--- src/rtl/nuf_pkg.sv ---
`default_nettype none
package nuf_pkg;

    // configuration register indexes
    localparam logic [1:0] CFG_UNIT_TYPE    = 2'd0;
    localparam logic [1:0] CFG_LAYER_ID     = 2'd1;
    localparam logic [1:0] CFG_TEMPORAL_ID  = 2'd2;
    localparam logic [1:0] CFG_LEADING_ZERO = 2'd3;

    localparam int CFG_IDX_W  = 2;
    localparam int CFG_DATA_W = 6;

    // framing byte values
    localparam logic [7:0] BYTE_ZERO    = 8'h00;
    localparam logic [7:0] BYTE_ONE     = 8'h01;
    localparam logic [7:0] BYTE_PREVENT = 8'h03;

    // descriptor queue between front and back
    localparam int QUEUE_DEPTH = 2;
    localparam int QUEUE_AW    = $clog2(QUEUE_DEPTH);
    localparam int QUEUE_CW    = QUEUE_AW + 1;

    // header fields seen by the back end
    typedef struct packed {
        logic [5:0] unit_type;
        logic [4:0] layer_id;
        logic [2:0] temporal_id;
    } t_hdr_cfg;

    // one classified payload word
    typedef struct packed {
        logic [7:0] data;
        logic       last;
        logic       hdr;
        logic       lead;
        logic       ins;
        logic       trail;
    } t_desc;

    // queue head status toward the back end
    typedef struct packed {
        logic  valid;
        t_desc desc;
    } t_q_head;

endpackage
`default_nettype wire

--- src/rtl/nuf_front.sv ---
`default_nettype none
module nuf_front (
    input  wire logic          i_clk,
    input  wire logic          i_rst_n,
    input  wire logic          i_valid,
    input  wire logic [7:0]    i_payload_byte,
    input  wire logic          i_payload_last,
    input  wire logic          i_leading_zero,
    input  wire logic          i_full,
    output logic               o_stall,
    output logic               o_push,
    output nuf_pkg::t_desc     o_desc
);

    logic [1:0] r_zero_run;
    logic       r_hdr_pending;
    logic [1:0] n_zero_run;
    logic       n_hdr_pending;

    logic [1:0] zr_start;
    logic       is_zero;
    logic       is_low;
    logic       ins;
    logic [1:0] zr_mid;
    logic [1:0] zr_after;

    assign o_stall = i_full;
    assign o_push  = i_valid && !i_full;

    // zero run tracking and prevention decisions
    always_comb begin
        zr_start = r_hdr_pending ? 2'd0 : r_zero_run;
        is_zero  = (i_payload_byte == nuf_pkg::BYTE_ZERO);
        is_low   = (i_payload_byte[7:2] == 6'd0);
        ins      = (zr_start == 2'd2) && is_low;
        zr_mid   = ins ? 2'd0 : zr_start;
        if (is_zero) begin
            zr_after = (zr_mid == 2'd3) ? 2'd3 : zr_mid + 2'd1;
        end else begin
            zr_after = 2'd0;
        end

        o_desc.data  = i_payload_byte;
        o_desc.last  = i_payload_last;
        o_desc.hdr   = r_hdr_pending;
        o_desc.lead  = r_hdr_pending && i_leading_zero;
        o_desc.ins   = ins;
        o_desc.trail = i_payload_last && (zr_after != 2'd0);

        n_zero_run    = r_zero_run;
        n_hdr_pending = r_hdr_pending;
        if (o_push) begin
            n_zero_run    = i_payload_last ? 2'd0 : zr_after;
            n_hdr_pending = i_payload_last;
        end
    end

    // unit state
    always_ff @(posedge i_clk) begin
        if (!i_rst_n) begin
            r_zero_run    <= 2'd0;
            r_hdr_pending <= 1'b1;
        end else begin
            r_zero_run    <= n_zero_run;
            r_hdr_pending <= n_hdr_pending;
        end
    end

    // a unit always opens with an empty zero run
    a_hdr_clears_run: assert property (@(posedge i_clk) disable iff (!i_rst_n)
        r_hdr_pending |-> (r_zero_run == 2'd0))
        else $error("zero run not cleared at unit start");

endmodule
`default_nettype wire

--- src/rtl/nuf_queue.sv ---
`default_nettype none
module nuf_queue (
    input  wire logic             i_clk,
    input  wire logic             i_rst_n,
    input  wire logic             i_push,
    input  wire nuf_pkg::t_desc   i_desc,
    input  wire logic             i_pop,
    output logic                  o_full,
    output nuf_pkg::t_q_head      o_head
);

    nuf_pkg::t_desc                 r_mem [nuf_pkg::QUEUE_DEPTH];
    logic [nuf_pkg::QUEUE_AW-1:0]   r_wr_ptr;
    logic [nuf_pkg::QUEUE_AW-1:0]   r_rd_ptr;
    logic [nuf_pkg::QUEUE_CW-1:0]   r_count;
    logic [nuf_pkg::QUEUE_CW-1:0]   n_count;

    assign o_full      = (r_count == nuf_pkg::QUEUE_CW'(nuf_pkg::QUEUE_DEPTH));
    assign o_head.valid = (r_count != '0);
    assign o_head.desc  = r_mem[r_rd_ptr];

    // occupancy
    always_comb begin
        n_count = r_count;
        if (i_push && !i_pop) begin
            n_count = r_count + 1'b1;
        end else if (!i_push && i_pop) begin
            n_count = r_count - 1'b1;
        end
    end

    // pointers and count
    always_ff @(posedge i_clk) begin
        if (!i_rst_n) begin
            r_wr_ptr <= '0;
            r_rd_ptr <= '0;
            r_count  <= '0;
        end else begin
            if (i_push) begin
                r_wr_ptr <= r_wr_ptr + 1'b1;
            end
            if (i_pop) begin
                r_rd_ptr <= r_rd_ptr + 1'b1;
            end
            r_count <= n_count;
        end
    end

    // storage
    always_ff @(posedge i_clk) begin
        if (i_push) begin
            r_mem[r_wr_ptr] <= i_desc;
        end
    end

    a_no_overflow: assert property (@(posedge i_clk) disable iff (!i_rst_n)
        i_push |-> !o_full)
        else $error("push into full queue");

    a_no_underflow: assert property (@(posedge i_clk) disable iff (!i_rst_n)
        i_pop |-> o_head.valid)
        else $error("pop from empty queue");

endmodule
`default_nettype wire

--- src/rtl/nuf_back.sv ---
`default_nettype none
module nuf_back (
    input  wire logic              i_clk,
    input  wire logic              i_rst_n,
    input  wire nuf_pkg::t_q_head  i_head,
    input  wire nuf_pkg::t_hdr_cfg i_hdr,
    input  wire logic              i_stall,
    output logic                   o_pop,
    output logic                   o_valid,
    output logic [7:0]             o_out_byte,
    output logic                   o_run_last,
    output logic                   o_unit_end
);

    typedef enum logic [3:0] {
        S_IDLE,
        S_LEAD,
        S_Z0,
        S_Z1,
        S_ONE,
        S_H0,
        S_H1,
        S_INS,
        S_BYTE,
        S_TRAIL
    } t_step;

    t_step      r_step;
    t_step      cur_step;
    t_step      n_step;
    logic       r_valid;
    logic [7:0] r_byte;
    logic       r_run_last;
    logic       r_unit_end;
    logic       load;
    logic       emit;
    logic       final_word;
    logic [7:0] cur_byte;
    nuf_pkg::t_desc d;

    assign d          = i_head.desc;
    assign load       = !r_valid || !i_stall;
    assign emit       = load && i_head.valid;
    assign final_word = (n_step == S_IDLE);
    assign o_pop      = emit && final_word;

    // step sequencing within one descriptor
    always_comb begin
        if (r_step == S_IDLE) begin
            if (d.hdr) begin
                cur_step = d.lead ? S_LEAD : S_Z0;
            end else begin
                cur_step = d.ins ? S_INS : S_BYTE;
            end
        end else begin
            cur_step = r_step;
        end

        case (cur_step)
            S_LEAD:  n_step = S_Z0;
            S_Z0:    n_step = S_Z1;
            S_Z1:    n_step = S_ONE;
            S_ONE:   n_step = S_H0;
            S_H0:    n_step = S_H1;
            S_H1:    n_step = d.ins ? S_INS : S_BYTE;
            S_INS:   n_step = S_BYTE;
            S_BYTE:  n_step = d.trail ? S_TRAIL : S_IDLE;
            S_TRAIL: n_step = S_IDLE;
            default: n_step = S_IDLE;
        endcase

        case (cur_step)
            S_LEAD, S_Z0, S_Z1: cur_byte = nuf_pkg::BYTE_ZERO;
            S_ONE:              cur_byte = nuf_pkg::BYTE_ONE;
            S_H0:               cur_byte = {1'b0, i_hdr.unit_type, 1'b0};
            S_H1:               cur_byte = {i_hdr.layer_id, i_hdr.temporal_id};
            S_INS, S_TRAIL:     cur_byte = nuf_pkg::BYTE_PREVENT;
            S_BYTE:             cur_byte = d.data;
            default:            cur_byte = d.data;
        endcase
    end

    // step register and output word register
    always_ff @(posedge i_clk) begin
        if (!i_rst_n) begin
            r_step     <= S_IDLE;
            r_valid    <= 1'b0;
            r_byte     <= 8'd0;
            r_run_last <= 1'b0;
            r_unit_end <= 1'b0;
        end else begin
            if (emit) begin
                r_step     <= n_step;
                r_valid    <= 1'b1;
                r_byte     <= cur_byte;
                r_run_last <= final_word;
                r_unit_end <= final_word && d.last;
            end else if (load) begin
                r_valid <= 1'b0;
            end
        end
    end

    assign o_valid    = r_valid;
    assign o_out_byte = r_byte;
    assign o_run_last = r_run_last;
    assign o_unit_end = r_unit_end;

    a_end_is_run_last: assert property (@(posedge i_clk) disable iff (!i_rst_n)
        (r_valid && r_unit_end) |-> r_run_last)
        else $error("unit end without run last");

endmodule
`default_nettype wire

--- src/rtl/nal_unit_byte_framer.sv ---
`default_nettype none
// accepted words pass through the descriptor queue and the output word register
// throughput: one word per cycle for plain payload while i_stall is low; an item
// with k result words (start code, header, 0x03 insertions) emits all k before the next
// a two-entry descriptor queue lets input acceptance run ahead of output stalls
// reset: synchronous active low; clears queue and zero run, sets header pending, and
// restores unit_type 32, layer_id 0, temporal_id 1, leading_zero_byte 0
module nal_unit_byte_framer (
    input  wire logic                            i_clk,
    input  wire logic                            i_rst_n,
    input  wire logic                            i_valid,
    output logic                                 o_stall,
    input  wire logic [7:0]                      i_payload_byte,
    input  wire logic                            i_payload_last,
    output logic                                 o_valid,
    input  wire logic                            i_stall,
    output logic [7:0]                           o_out_byte,
    output logic                                 o_run_last,
    output logic                                 o_unit_end,
    input  wire logic                            i_cfg_we,
    input  wire logic [nuf_pkg::CFG_IDX_W-1:0]   i_cfg_idx,
    input  wire logic [nuf_pkg::CFG_DATA_W-1:0]  i_cfg_data
);

    nuf_pkg::t_hdr_cfg r_hdr;
    logic              r_leading_zero;
    logic              full;
    logic              push;
    logic              pop;
    nuf_pkg::t_desc    desc;
    nuf_pkg::t_q_head  head;

    // configuration registers
    always_ff @(posedge i_clk) begin
        if (!i_rst_n) begin
            r_hdr.unit_type   <= 6'd32;
            r_hdr.layer_id    <= 5'd0;
            r_hdr.temporal_id <= 3'd1;
            r_leading_zero    <= 1'b0;
        end else if (i_cfg_we) begin
            case (i_cfg_idx)
                nuf_pkg::CFG_UNIT_TYPE:    r_hdr.unit_type   <= i_cfg_data[5:0];
                nuf_pkg::CFG_LAYER_ID:     r_hdr.layer_id    <= i_cfg_data[4:0];
                nuf_pkg::CFG_TEMPORAL_ID:  r_hdr.temporal_id <= i_cfg_data[2:0];
                nuf_pkg::CFG_LEADING_ZERO: r_leading_zero    <= i_cfg_data[0];
                default: ;
            endcase
        end
    end

    // classify incoming words
    nuf_front u_front (
        .i_clk          (i_clk),
        .i_rst_n        (i_rst_n),
        .i_valid        (i_valid),
        .i_payload_byte (i_payload_byte),
        .i_payload_last (i_payload_last),
        .i_leading_zero (r_leading_zero),
        .i_full         (full),
        .o_stall        (o_stall),
        .o_push         (push),
        .o_desc         (desc)
    );

    // descriptor queue
    nuf_queue u_queue (
        .i_clk   (i_clk),
        .i_rst_n (i_rst_n),
        .i_push  (push),
        .i_desc  (desc),
        .i_pop   (pop),
        .o_full  (full),
        .o_head  (head)
    );

    // expand descriptors into output words
    nuf_back u_back (
        .i_clk      (i_clk),
        .i_rst_n    (i_rst_n),
        .i_head     (head),
        .i_hdr      (r_hdr),
        .i_stall    (i_stall),
        .o_pop      (pop),
        .o_valid    (o_valid),
        .o_out_byte (o_out_byte),
        .o_run_last (o_run_last),
        .o_unit_end (o_unit_end)
    );

endmodule
`default_nettype wire
--- config.mk ---
export PLATFORM = sky130hd
export DESIGN_NAME = nal_unit_byte_framer
export DESIGN_NICKNAME = d
export VERILOG_FILES = /design/src/rtl/nuf_pkg.sv /design/src/rtl/nuf_front.sv /design/src/rtl/nuf_queue.sv /design/src/rtl/nuf_back.sv /design/src/rtl/nal_unit_byte_framer.sv
export SDC_FILE = /design/constraint.sdc
export NUM_CORES = 1
export LEC_CHECK = 0
export BUFFER_PORTS_ARGS = -buffer_cell sky130_fd_sc_hd__buf_2
export CORE_AREA = 2 2 73 75
export DETAILED_ROUTE_END_ITERATION = 7
export DIE_AREA = 0 0 75 77
export PLACE_DENSITY = 0.92
export SLEW_MARGIN = 15
export SYNTH_ARGS = -nofsm -noshare
export SYNTH_HDL_FRONTEND = slang
export SYNTH_HIERARCHICAL = 1
export SYNTH_SLANG_ARGS = --single-unit
--- constraint.sdc ---
create_clock -name i_clk -period 7.4 [get_ports i_clk]
set_input_delay 0.37 -clock i_clk [delete_from_list [all_inputs] [get_ports i_clk]]
set_output_delay 0.37 -clock i_clk [all_outputs]
set_load 0.01 [all_outputs]
==> run_results.csv, run 1 <==
group,metric,value,unit
status,status,"completed",
route,firstDrtPassIters,4,
floorplanning,fp.dieW,75,µm
timing,clock_skew,0.00725,ns
hold_path,hold_path_depth,1,
finish,final_common_cell,"dfxtp_1",
route,wl,6150,µm
cts,clkSinkCount,64,
setup_path,rr_endpoint,"u_queue/r_count[1]$_SDFFE_PN0P_",
yosys,synth_fp_nets,295,
setup_path,critical_path.max_fanout,13,
route,post_drt_via_cell_ratio,5.82,
cts,cts_resized,0,
placement,hpwl,4350,µm
power,leakage,1.27,nW
route,antenna_left,0,
setup_path,cp.arrival,3.57,ns
global_routing,overflow,0,
yosys,ys_ff_latch,64,
floorplanning,fp.dieH,77,µm
cts,cts_buffers,9,
global_routing,track_usage,23.4,%
setup_path,path_cells,"mux2_2 > or2_2 > a31o_2 > nor2_4 > o2bb2ai_1 > nor2_1 > inv_1 > ha_1 > or3_1 > a21boi_1",
setup_path,worst_path_max_delay_cell,"dfxtp_1",
yosys,syn_area,2980,µm²
placement,place_inst,353,
hold_path,min_from,"i_payload_byte[0]",
power,powerDensity,384,nW/µm²
setup_path,worstPathRequired,7.68,ns
yosys,postSynthAreaPerCell,11.0,µm²
floorplanning,ios,34,
yosys,synthCells,272,
setup_path,crit_path_end_kind,"flip-flop",
setup_path,worst-r2r-cell-count,10,
finish,drive_above_1_share,25.1,%
route,wl_per_cell,16.7,µm
floorplanning,initial_utilization,59.9,%
hold_path,hold_class,"in2reg",
timing,period_needed,3.30,ns
setup_path,start_kind,"flip-flop",
timing,finalMaxSlewViolations,0,
hold_path,holdPathEnd,"u_queue/r_mem[0][5]$_DFFE_PP_",
finish,finalNonFillerCells,369,
cts,cts_hold_buf,0,
global_routing,grt_pass1_vias,2122,
floorplanning,coreArea,4980,µm²
finish,synthToLayoutAreaGrowth,11.6,%
yosys,synth-main-ff-cell,"dfxtp_1",
yosys,ys_types,56,
cts,cts-htree-levels,3,
placement,gp_congestion,0.960,
cts,cts_tree,"yes",
yosys,synth_warnings,6,
cts,ctsRootBufferMaster,"clkbuf_8",
timing,fin_crit_sh,44.5,%
cts,insertion_delay,0.34,ns
flow_run,drv_cap,0,
timing,clock.fmax,0.303,GHz
global_routing,grt_antenna_before_repair,0,
finish,fin_nets,317,
cts,path_clk_slew,0.07,ns
timing,slew_headroom,51.3,%
global_routing,grt_pass1_wl,9990,µm
power,ir_drop,0.193,mV
route,first_iter_violations,220,
floorplanning,die-area,5780,µm²
finish,mostFrequentLayoutCells,"dfxtp_1, buf_2, nand2_1",
cts,cts_setup_buffers,0,
setup_path,ff2ff_setup_slack,4.10,ns
timing,finalSetupViolCount,0,
timing,finalHoldViolCount,0,
yosys,ys_seq_area_share,51.7,%
route,vias,2147,
finish,antenna_cells,0,
cts,clk_path_buf_depth,2,
route,drc,0,
timing,rsz0062_at_grt,"false",
yosys,synth_edf_count,26,
yosys,async_flop_share,0,%
timing,worst_slew_pin_slew,0.727,ns
timing,setup_tns,0,ns
global_routing,grt_max_degree,43,
placement,port_buffers,33,
floorplanning,num_rows,26,
setup_path,criticalPathCategory,"reg2reg",
setup_path,max_stage_delay,0.67,ns
cell families after synthesis:
logic type,count (synthesis),synth area share [%]
AND/OR/NAND/NOR,94,17.9
flip-flops,64,51.7
AO/OA/AOI/OAI,53,13.4
buffers and inverters,29,5.71
multiplexers,28,9.95
XOR/XNOR,3,0.882
adder cells (fa/ha/maj),1,0.420
how the worst max path moves through the flow:
stage              start                              end
2_1_floorplan  flip-flop  u_queue/r_count[1]$_SDFFE_PN0P_
3_3_place_gp   flip-flop  u_queue/r_count[1]$_SDFFE_PN0P_
3_5_place_dp   flip-flop  u_queue/r_count[1]$_SDFFE_PN0P_
4_1_cts        flip-flop  u_queue/r_count[1]$_SDFFE_PN0P_
5_1_grt        flip-flop  u_queue/r_count[1]$_SDFFE_PN0P_
6_report       flip-flop  u_queue/r_count[1]$_SDFFE_PN0P_
synth_stat cells (2+ instances only):
cell / n / area share (%)
or2_2: 2 / 0.42
nor4b_1: 3 / 0.88
o21a_1: 4 / 1.0
dfxtp_1: 38 / 26
or3_1: 2 / 0.42
mux2_2: 13 / 4.9
nor3_1: 3 / 0.50
and2_1: 6 / 1.3
o211ai_1: 7 / 1.8
clkbuf_1: 4 / 0.50
edfxtp_1: 26 / 26
mux2i_1: 15 / 5.0
nor2_1: 7 / 0.88
xor2_1: 2 / 0.59
o21ai_1: 3 / 0.50
a21oi_1: 7 / 1.2
a22oi_1: 5 / 1.3
o2bb2ai_1: 2 / 0.59
nand2b_1: 2 / 0.42
o21ai_0: 6 / 1.0
a211oi_1: 3 / 0.76
buf_2: 4 / 0.67
nor2b_1: 6 / 1.3
o31ai_1: 4 / 1.0
a21o_1: 2 / 0.50
nand3_1: 17 / 2.9
buf_4: 13 / 3.3
nor4_1: 2 / 0.42
nand2_1: 32 / 4.0
inv_1: 6 / 0.76
registers in the layout, summed over array words and instances, names as in the netlist, named ones only:
| signal | cells |
|---|---|
| u_queue/r_rd_ptr | 1 |
| u_back/r_step | 4 |
| u_queue/r_count | 2 |
| u_front/r_hdr_pending | 1 |
| r_leading_zero | 1 |
| u_queue/r_wr_ptr | 1 |
| u_back/o_run_last | 1 |
| u_back/o_out_byte | 8 |
| u_back/o_unit_end | 1 |
| u_queue/r_mem | 26 |
| r_hdr | 14 |
| u_back/o_valid | 1 |
| u_front/r_zero_run | 2 |
through the flow:
| step | hold WS [ns] | utilization, % | power [mW] | area [µm²] | worst slack [ns] |
|---|---|---|---|---|---|
| after floorplan | 0.432 | - | 0.819 | 2980 | 4.44 |
| after detailed placement | 0.456 | 62.0 | 0.917 | 3090 | 4.13 |
| after global routing | 0.241 | 66.8 | 1.34 | 3330 | 3.93 |
| after CTS | 0.233 | 66.8 | 1.27 | 3320 | 4.13 |
| after global placement | 0.446 | 62.0 | 0.892 | 3090 | 4.30 |
| final | 0.246 | 66.8 | 1.28 | 3330 | 4.10 |
metal layers:
layer  vias to the layer above  part of all wire [%]  global-route usage, %
met3                        17                   5.2                   7.10
met1                      1025                    43                   29.4
li1                       1034                     -                      -
met2                        71                    50                   36.1
met5                         -                     0                      0
met4                         0                   2.2                   11.4
power breakdown:
part	internal [mW]	total (mW)	switching, mW
combinational	0.174	0.440	0.266
sequential	0.427	0.480	0.0534
clock	0.223	0.358	0.136
worst max-delay path: cells and delay by family (launching register included):
| kind | cells | cell delay [ns] |
|---|---|---|
| simple gates | 4 | 1.04 |
| compound gates | 3 | 0.69 |
| flops | 1 | 0.67 |
| mux | 1 | 0.48 |
| fa+ha+maj | 1 | 0.26 |
| buf+inv | 1 | 0.08 |
layout make-up:
cell class / count / area [µm²]
tap: 70 / 87.6
inverter: 7 / 26.3
multi-input combinational: 179 / 1270
fill: 374 / 1650
clock buffer: 10 / 128
clock inverter: 6 / 108
sequential: 64 / 1540
timing repair buffer: 33 / 165
(Power assumes the default switching activity.)
==> run 2, diff against run 1 <==
--- a/config.mk
+++ b/config.mk
@@ -6,10 +6,10 @@
 export NUM_CORES = 1
 export LEC_CHECK = 0
 export BUFFER_PORTS_ARGS = -buffer_cell sky130_fd_sc_hd__buf_2
-export CORE_AREA = 2 2 73 75
+export CORE_AREA = 2 2 75 77
 export DETAILED_ROUTE_END_ITERATION = 7
-export DIE_AREA = 0 0 75 77
-export PLACE_DENSITY = 0.92
+export DIE_AREA = 0 0 77 79
+export PLACE_DENSITY = 0.89
 export SLEW_MARGIN = 15
 export SYNTH_ARGS = -nofsm -noshare
 export SYNTH_HDL_FRONTEND = slang
==> constraint.sdc (replaced) <==
create_clock -name i_clk -period 3.1 [get_ports i_clk]
set_input_delay 0.155 -clock i_clk [delete_from_list [all_inputs] [get_ports i_clk]]
set_output_delay 0.155 -clock i_clk [all_outputs]
set_load 0.01 [all_outputs]
==> run_results.csv, run 2 (synthesis gave the netlist of run 1 again) <==
group,metric,value,unit
status,status,"completed",
hold_path,hold_path_depth,1,
route,first_iter_violations,188,
floorplanning,coreArea,5340,µm²
route,post_drt_via_cell_ratio,5.99,
global_routing,overflow,0,
finish,drive_above_1_share,27.9,%
hold_path,min_from,"i_payload_byte[0]",
cts,cts_tree,"yes",
global_routing,grt_pass1_wl,10200,µm
timing,clock_skew,0.00763,ns
setup_path,crit_path_end_kind,"flip-flop",
setup_path,worstPathRequired,3.37,ns
timing,setup_tns,0,ns
cts,insertion_delay,0.34,ns
cts,cts_buffers,9,
power,leakage,1.30,nW
setup_path,critical_path.max_fanout,10,
cts,clk_path_buf_depth,2,
setup_path,worst-r2r-cell-count,10,
power,ir_drop,0.637,mV
finish,fin_nets,323,
cts,clkSinkCount,64,
finish,finalNonFillerCells,377,
route,wl_per_cell,17.3,µm
route,antenna_left,0,
timing,period_needed,3.03,ns
placement,gp_congestion,0.960,
finish,mostFrequentLayoutCells,"dfxtp_1, buf_2, nand2_1",
placement,place_inst,361,
hold_path,hold_class,"in2reg",
timing,finalHoldViolCount,0,
global_routing,track_usage,22.0,%
power,powerDensity,917,nW/µm²
finish,fillers,433,
timing,worst_slew_pin_slew,0.603,ns
finish,fin_area,3380,µm²
flow_run,drv_cap,0,
timing,finalMaxSlewViolations,0,
placement,port_buffers,33,
cts,cts-htree-levels,3,
route,met2WireLength,3240,µm
floorplanning,ios,34,
floorplanning,die-area,6080,µm²
floorplanning,fp.dieW,77,µm
setup_path,cp.arrival,3.30,ns
cts,cts_setup_buffers,0,
finish,final_common_cell,"dfxtp_1",
cts,ctsRootBufferMaster,"clkbuf_8",
floorplanning,initial_utilization,55.8,%
hold_path,holdPathEnd,"u_queue/r_mem[1][5]$_DFFE_PP_",
route,firstDrtPassIters,5,
placement,dpl_cell_area,3140,µm²
power,power,3.10,mW
setup_path,start_kind,"flip-flop",
route,wl_met1,2550,µm
floorplanning,num_rows,27,
global_routing,grt_antenna_before_repair,0,
timing,fin_crit_sh,97.8,%
global_routing,grt_max_degree,42,
finish,largest_register,"u_queue/r_mem",
global_routing,grt_pass1_vias,2180,
finish,synthToLayoutAreaGrowth,13.5,%
placement,hpwl,4450,µm
timing,finalSetupViolCount,0,
timing,clock.fmax,0.330,GHz
setup_path,ff2ff_setup_slack,0.07,ns
route,top_layer_used,"met4",
finish,antenna_cells,0,
route,wl,6520,µm
timing,slew_headroom,59.8,%
route,drc,0,
setup_path,criticalPathCategory,"reg2reg",
cts,path_clk_slew,0.07,ns
setup_path,rr_endpoint,"u_queue/r_count[1]$_SDFFE_PN0P_",
route,vias,2258,
floorplanning,fp.dieH,79,µm
finish,largest_register_ff_count,26,
route,wl_met3,369,µm
## run 2: critical path: stages, from the launching register on
cell	delay, ns
dfxtp_1	0.40
mux2_2	0.45
or2_2	0.34
a31o_2	0.32
o21ai_0	0.15
o2bb2ai_2	0.17
nor2_2	0.23
inv_1	0.07
ha_1	0.31
or3_1	0.37
a21boi_1	0.15
## run 2: worst max path at each step
stage               startpoint                               to  slack, ns  cells after the start
finish               flip-flop  u_queue/r_count[1]$_SDFFE_PN0P_       0.07                     10
global route         flip-flop  u_queue/r_count[1]$_SDFFE_PN0P_      -0.01                     10
CTS                  flip-flop  u_queue/r_count[1]$_SDFFE_PN0P_      0.009                     11
detailed placement   flip-flop  u_queue/r_count[1]$_SDFFE_PN0P_       0.09                     11
global placement     flip-flop  u_queue/r_count[1]$_SDFFE_PN0P_       0.26                     11
floorplan            flip-flop  u_queue/r_count[1]$_SDFFE_PN0P_       0.14                     12
## run 2: routing by layer
metal,track usage (%),vias to the layer above
li1,-,1050
met1,25.4,1075
met2,36.3,101
met3,4.66,32
met4,16.1,0
met5,0,-
## run 2: per-stage QoR
step	worst slack, ns	utilization (%)	hold slack [ns]
2_1_floorplan	0.143	-	0.217
3_3_place_gp	0.261	58.7	0.370
3_5_place_dp	0.0856	58.7	0.377
4_1_cts	0.00912	63.0	0.0284
5_1_grt	-0.0103	63.4	0.0236
6_report	0.0676	63.4	0.0317
## run 2: what timing repair did
action	in CTS	in global routing
setup endpoints to repair	1	1
hold endpoints to repair	0	0
hold buffers	0	0
pin swaps	1	1
gates resized for setup	1	3
## run 2: cell type report
| type | instances | area (µm²) | area share [%] |
|---|---|---|---|
| Clock inverter | 4 | 48.8 | 1.44 |
| Multi-Input combinational cell | 179 | 1290 | 38.1 |
| Timing Repair Buffer | 39 | 210 | 6.22 |
| Tap cell | 72 | 90.1 | 2.66 |
| Clock buffer | 12 | 176 | 5.22 |
| Inverter | 7 | 26.3 | 0.777 |
| Sequential cell | 64 | 1540 | 45.6 |
## run 2: where the power goes
group / switching (mW) / internal (mW) / total, mW
sequential: 0.114 / 1.02 / 1.13
combinational: 0.718 / 0.471 / 1.19
clock: 0.318 / 0.462 / 0.780
total: 1.15 / 1.95 / 3.10
==> run 3, diff against run 2 <==
--- a/config.mk
+++ b/config.mk
@@ -10,6 +10,7 @@
 export DETAILED_ROUTE_END_ITERATION = 7
 export DIE_AREA = 0 0 77 79
 export PLACE_DENSITY = 0.89
+export SETUP_SLACK_MARGIN = 0.2
 export SLEW_MARGIN = 15
 export SYNTH_ARGS = -nofsm -noshare
 export SYNTH_HDL_FRONTEND = slang
==> run_results.csv, run 3 (synthesis gave the netlist of run 1 again) <==
group,metric,value,unit
route,vias,2157,
setup_path,worstPathRequired,3.37,ns
route,wl,6090,µm
timing,worst_hold_slack,0.0402,ns
power,power,3.01,mW
route,post_drt_via_cell_ratio,5.69,
status,status,"completed",
setup_path,worst_path_max_delay_cell,"mux2_2",
setup_path,ff2ff_setup_slack,0.31,ns
route,antenna_left,0,
cts,ctsRootBufferMaster,"clkbuf_8",
setup_path,crit_path_end_kind,"flip-flop",
global_routing,grt_max_degree,42,
global_routing,grt_pass1_wl,9760,µm
hold_path,hold_class,"in2reg",
cts,clkSinkCount,64,
finish,synthToLayoutAreaGrowth,13.0,%
finish,largest_register,"u_queue/r_mem",
floorplanning,fp.dieW,77,µm
route,wl_per_cell,16.1,µm
setup_path,rr_endpoint,"u_queue/r_count[1]$_SDFFE_PN0P_",
cts,path_clk_slew,0.07,ns
power,comb_power_share,39.1,%
timing,clock_skew,0.00572,ns
power,ir_drop,0.466,mV
power,leakage,1.29,nW
setup_path,crit_end,"u_queue/r_count[1]$_SDFFE_PN0P_",
global_routing,grt_pass1_vias,2093,
floorplanning,initial_utilization,55.8,%
finish,antenna_cells,0,
global_routing,overflow,0,
setup_path,critical_path.max_fanout,8,
route,firstDrtPassIters,4,
finish,drive_above_1_share,28.0,%
finish,largest_register_ff_count,26,
setup_path,path_cells,"mux2_2 > or2_2 > a31o_2 > nor2_4 > o2bb2ai_2 > nor2_2 > inv_1 > ha_1 > or3_1 > a21boi_1",
placement,gp_congestion,0.894,
global_routing,grt_antenna_before_repair,0,
setup_path,max_stage_delay,0.41,ns
setup_path,start_kind,"flip-flop",
power,pwr-share-seq,37.6,%
timing,worst_slew_pin_slew,0.624,ns
finish,mostFrequentLayoutCells,"dfxtp_1, buf_2, nand2_1",
placement,port_buffers,33,
hold_path,hold_path_depth,1,
cts,clk_path_buf_depth,2,
floorplanning,fp.dieH,79,µm
placement,dpl_cell_area,3140,µm²
finish,fin_area,3370,µm²
route,first_iter_violations,192,
global_routing,track_usage,21.0,%
cts,cts_tree,"yes",
timing,period_needed,2.79,ns
power,switching_share,36.6,%
cts,insertion_delay,0.33,ns
setup_path,cp.arrival,3.06,ns
timing,rsz0062_at_grt,"false",
route,drc,0,
placement,hpwl,4290,µm
finish,fillers,444,
timing,finalHoldViolCount,0,
floorplanning,die-area,6080,µm²
cts,cts-htree-levels,3,
setup_path,criticalPathCategory,"reg2reg",
finish,utilization,63.1,%
timing,setup_tns,0,ns
finish,final_common_cell,"dfxtp_1",
floorplanning,num_rows,27,
timing,finalMaxSlewViolations,0,
timing,slew_headroom,58.3,%
finish,fin_nets,325,
floorplanning,ios,34,
timing,clock.fmax,0.358,GHz
power,switchingPower,1.10,mW
power,p_int,1.91,mW
power,pwr-share-clk,23.3,%
cts,cts_buffers,9,
floorplanning,coreArea,5340,µm²
power,powerDensity,893,nW/µm²
flow_run,drv_cap,0,
setup_path,worst-r2r-cell-count,10,
timing,finalSetupViolCount,0,
timing,fin_crit_sh,90.1,%
[run 3: critical path, delay by kind of cell, from the launching register on]
family,cells,cell delay (ns)
AND/OR/NAND/NOR,4,0.96
AO/OA/AOI/OAI,3,0.66
multiplexers,1,0.41
flip-flops,1,0.37
adder cells (fa/ha/maj),1,0.26
buffers and inverters,1,0.07
[run 3: through the flow]
step           worst slack (ns)  instances
2_1_floorplan             0.230        272
3_3_place_gp              0.300        361
3_5_place_dp              0.173        361
4_1_cts                   0.209        378
5_1_grt                   0.182        379
6_report                  0.308        379
[run 3: layout make-up]
cell class                      count  area [µm²]  share of cell area [%]
Clock buffer                       11         141                    4.20
Clock inverter                      5        56.3                    1.67
Inverter                            7        26.3                   0.781
Multi-Input combinational cell    179        1280                    38.1
Sequential cell                    64        1540                    45.8
Tap cell                           72        90.1                    2.68
Timing Repair Buffer               41         225                    6.69
[run 3: worst min-delay path by stage]
stage	start	endpoint	slack, ns
after floorplan	i_rst_n	u_front/r_hdr_pending$_SDFFE_PN1P_	0.22
after global placement	i_payload_byte[1]	u_queue/r_mem[0][6]$_DFFE_PP_	0.37
after detailed placement	i_payload_byte[1]	u_queue/r_mem[1][6]$_DFFE_PP_	0.38
after CTS	i_payload_byte[1]	u_queue/r_mem[0][6]$_DFFE_PP_	0.02
after global routing	i_payload_byte[1]	u_queue/r_mem[1][6]$_DFFE_PP_	0.03
final	i_payload_byte[1]	u_queue/r_mem[1][6]$_DFFE_PP_	0.04
[run 3: power groups by stage]
stage	Combinational (mW)	Clock [mW]	Sequential, mW
2_1_floorplan	0.868	0	1.11
3_3_place_gp	1.09	0	1.14
3_5_place_dp	1.10	0	1.14
4_1_cts	1.13	0.716	1.13
5_1_grt	1.28	0.746	1.15
6_report	1.17	0.700	1.13
[run 3: repair_timing]
action,4_1_cts,5_1_grt
hold buffers,0,0
gates resized for setup,0,4
endpoints found under the setup margin,1,2
pin swaps,1,2
hold endpoints to repair,0,0
buffers inserted,1,1
[run 3: routing by layer]
metal | global-route usage, % | share of wire, % | vias up
met3 | 3.41 | 4.9 | 12
met1 | 26.1 | 42 | 1032
met5 | 0 | 0 | -
met2 | 35.4 | 50 | 58
met4 | 11.3 | 2.3 | 0
li1 | - | - | 1055
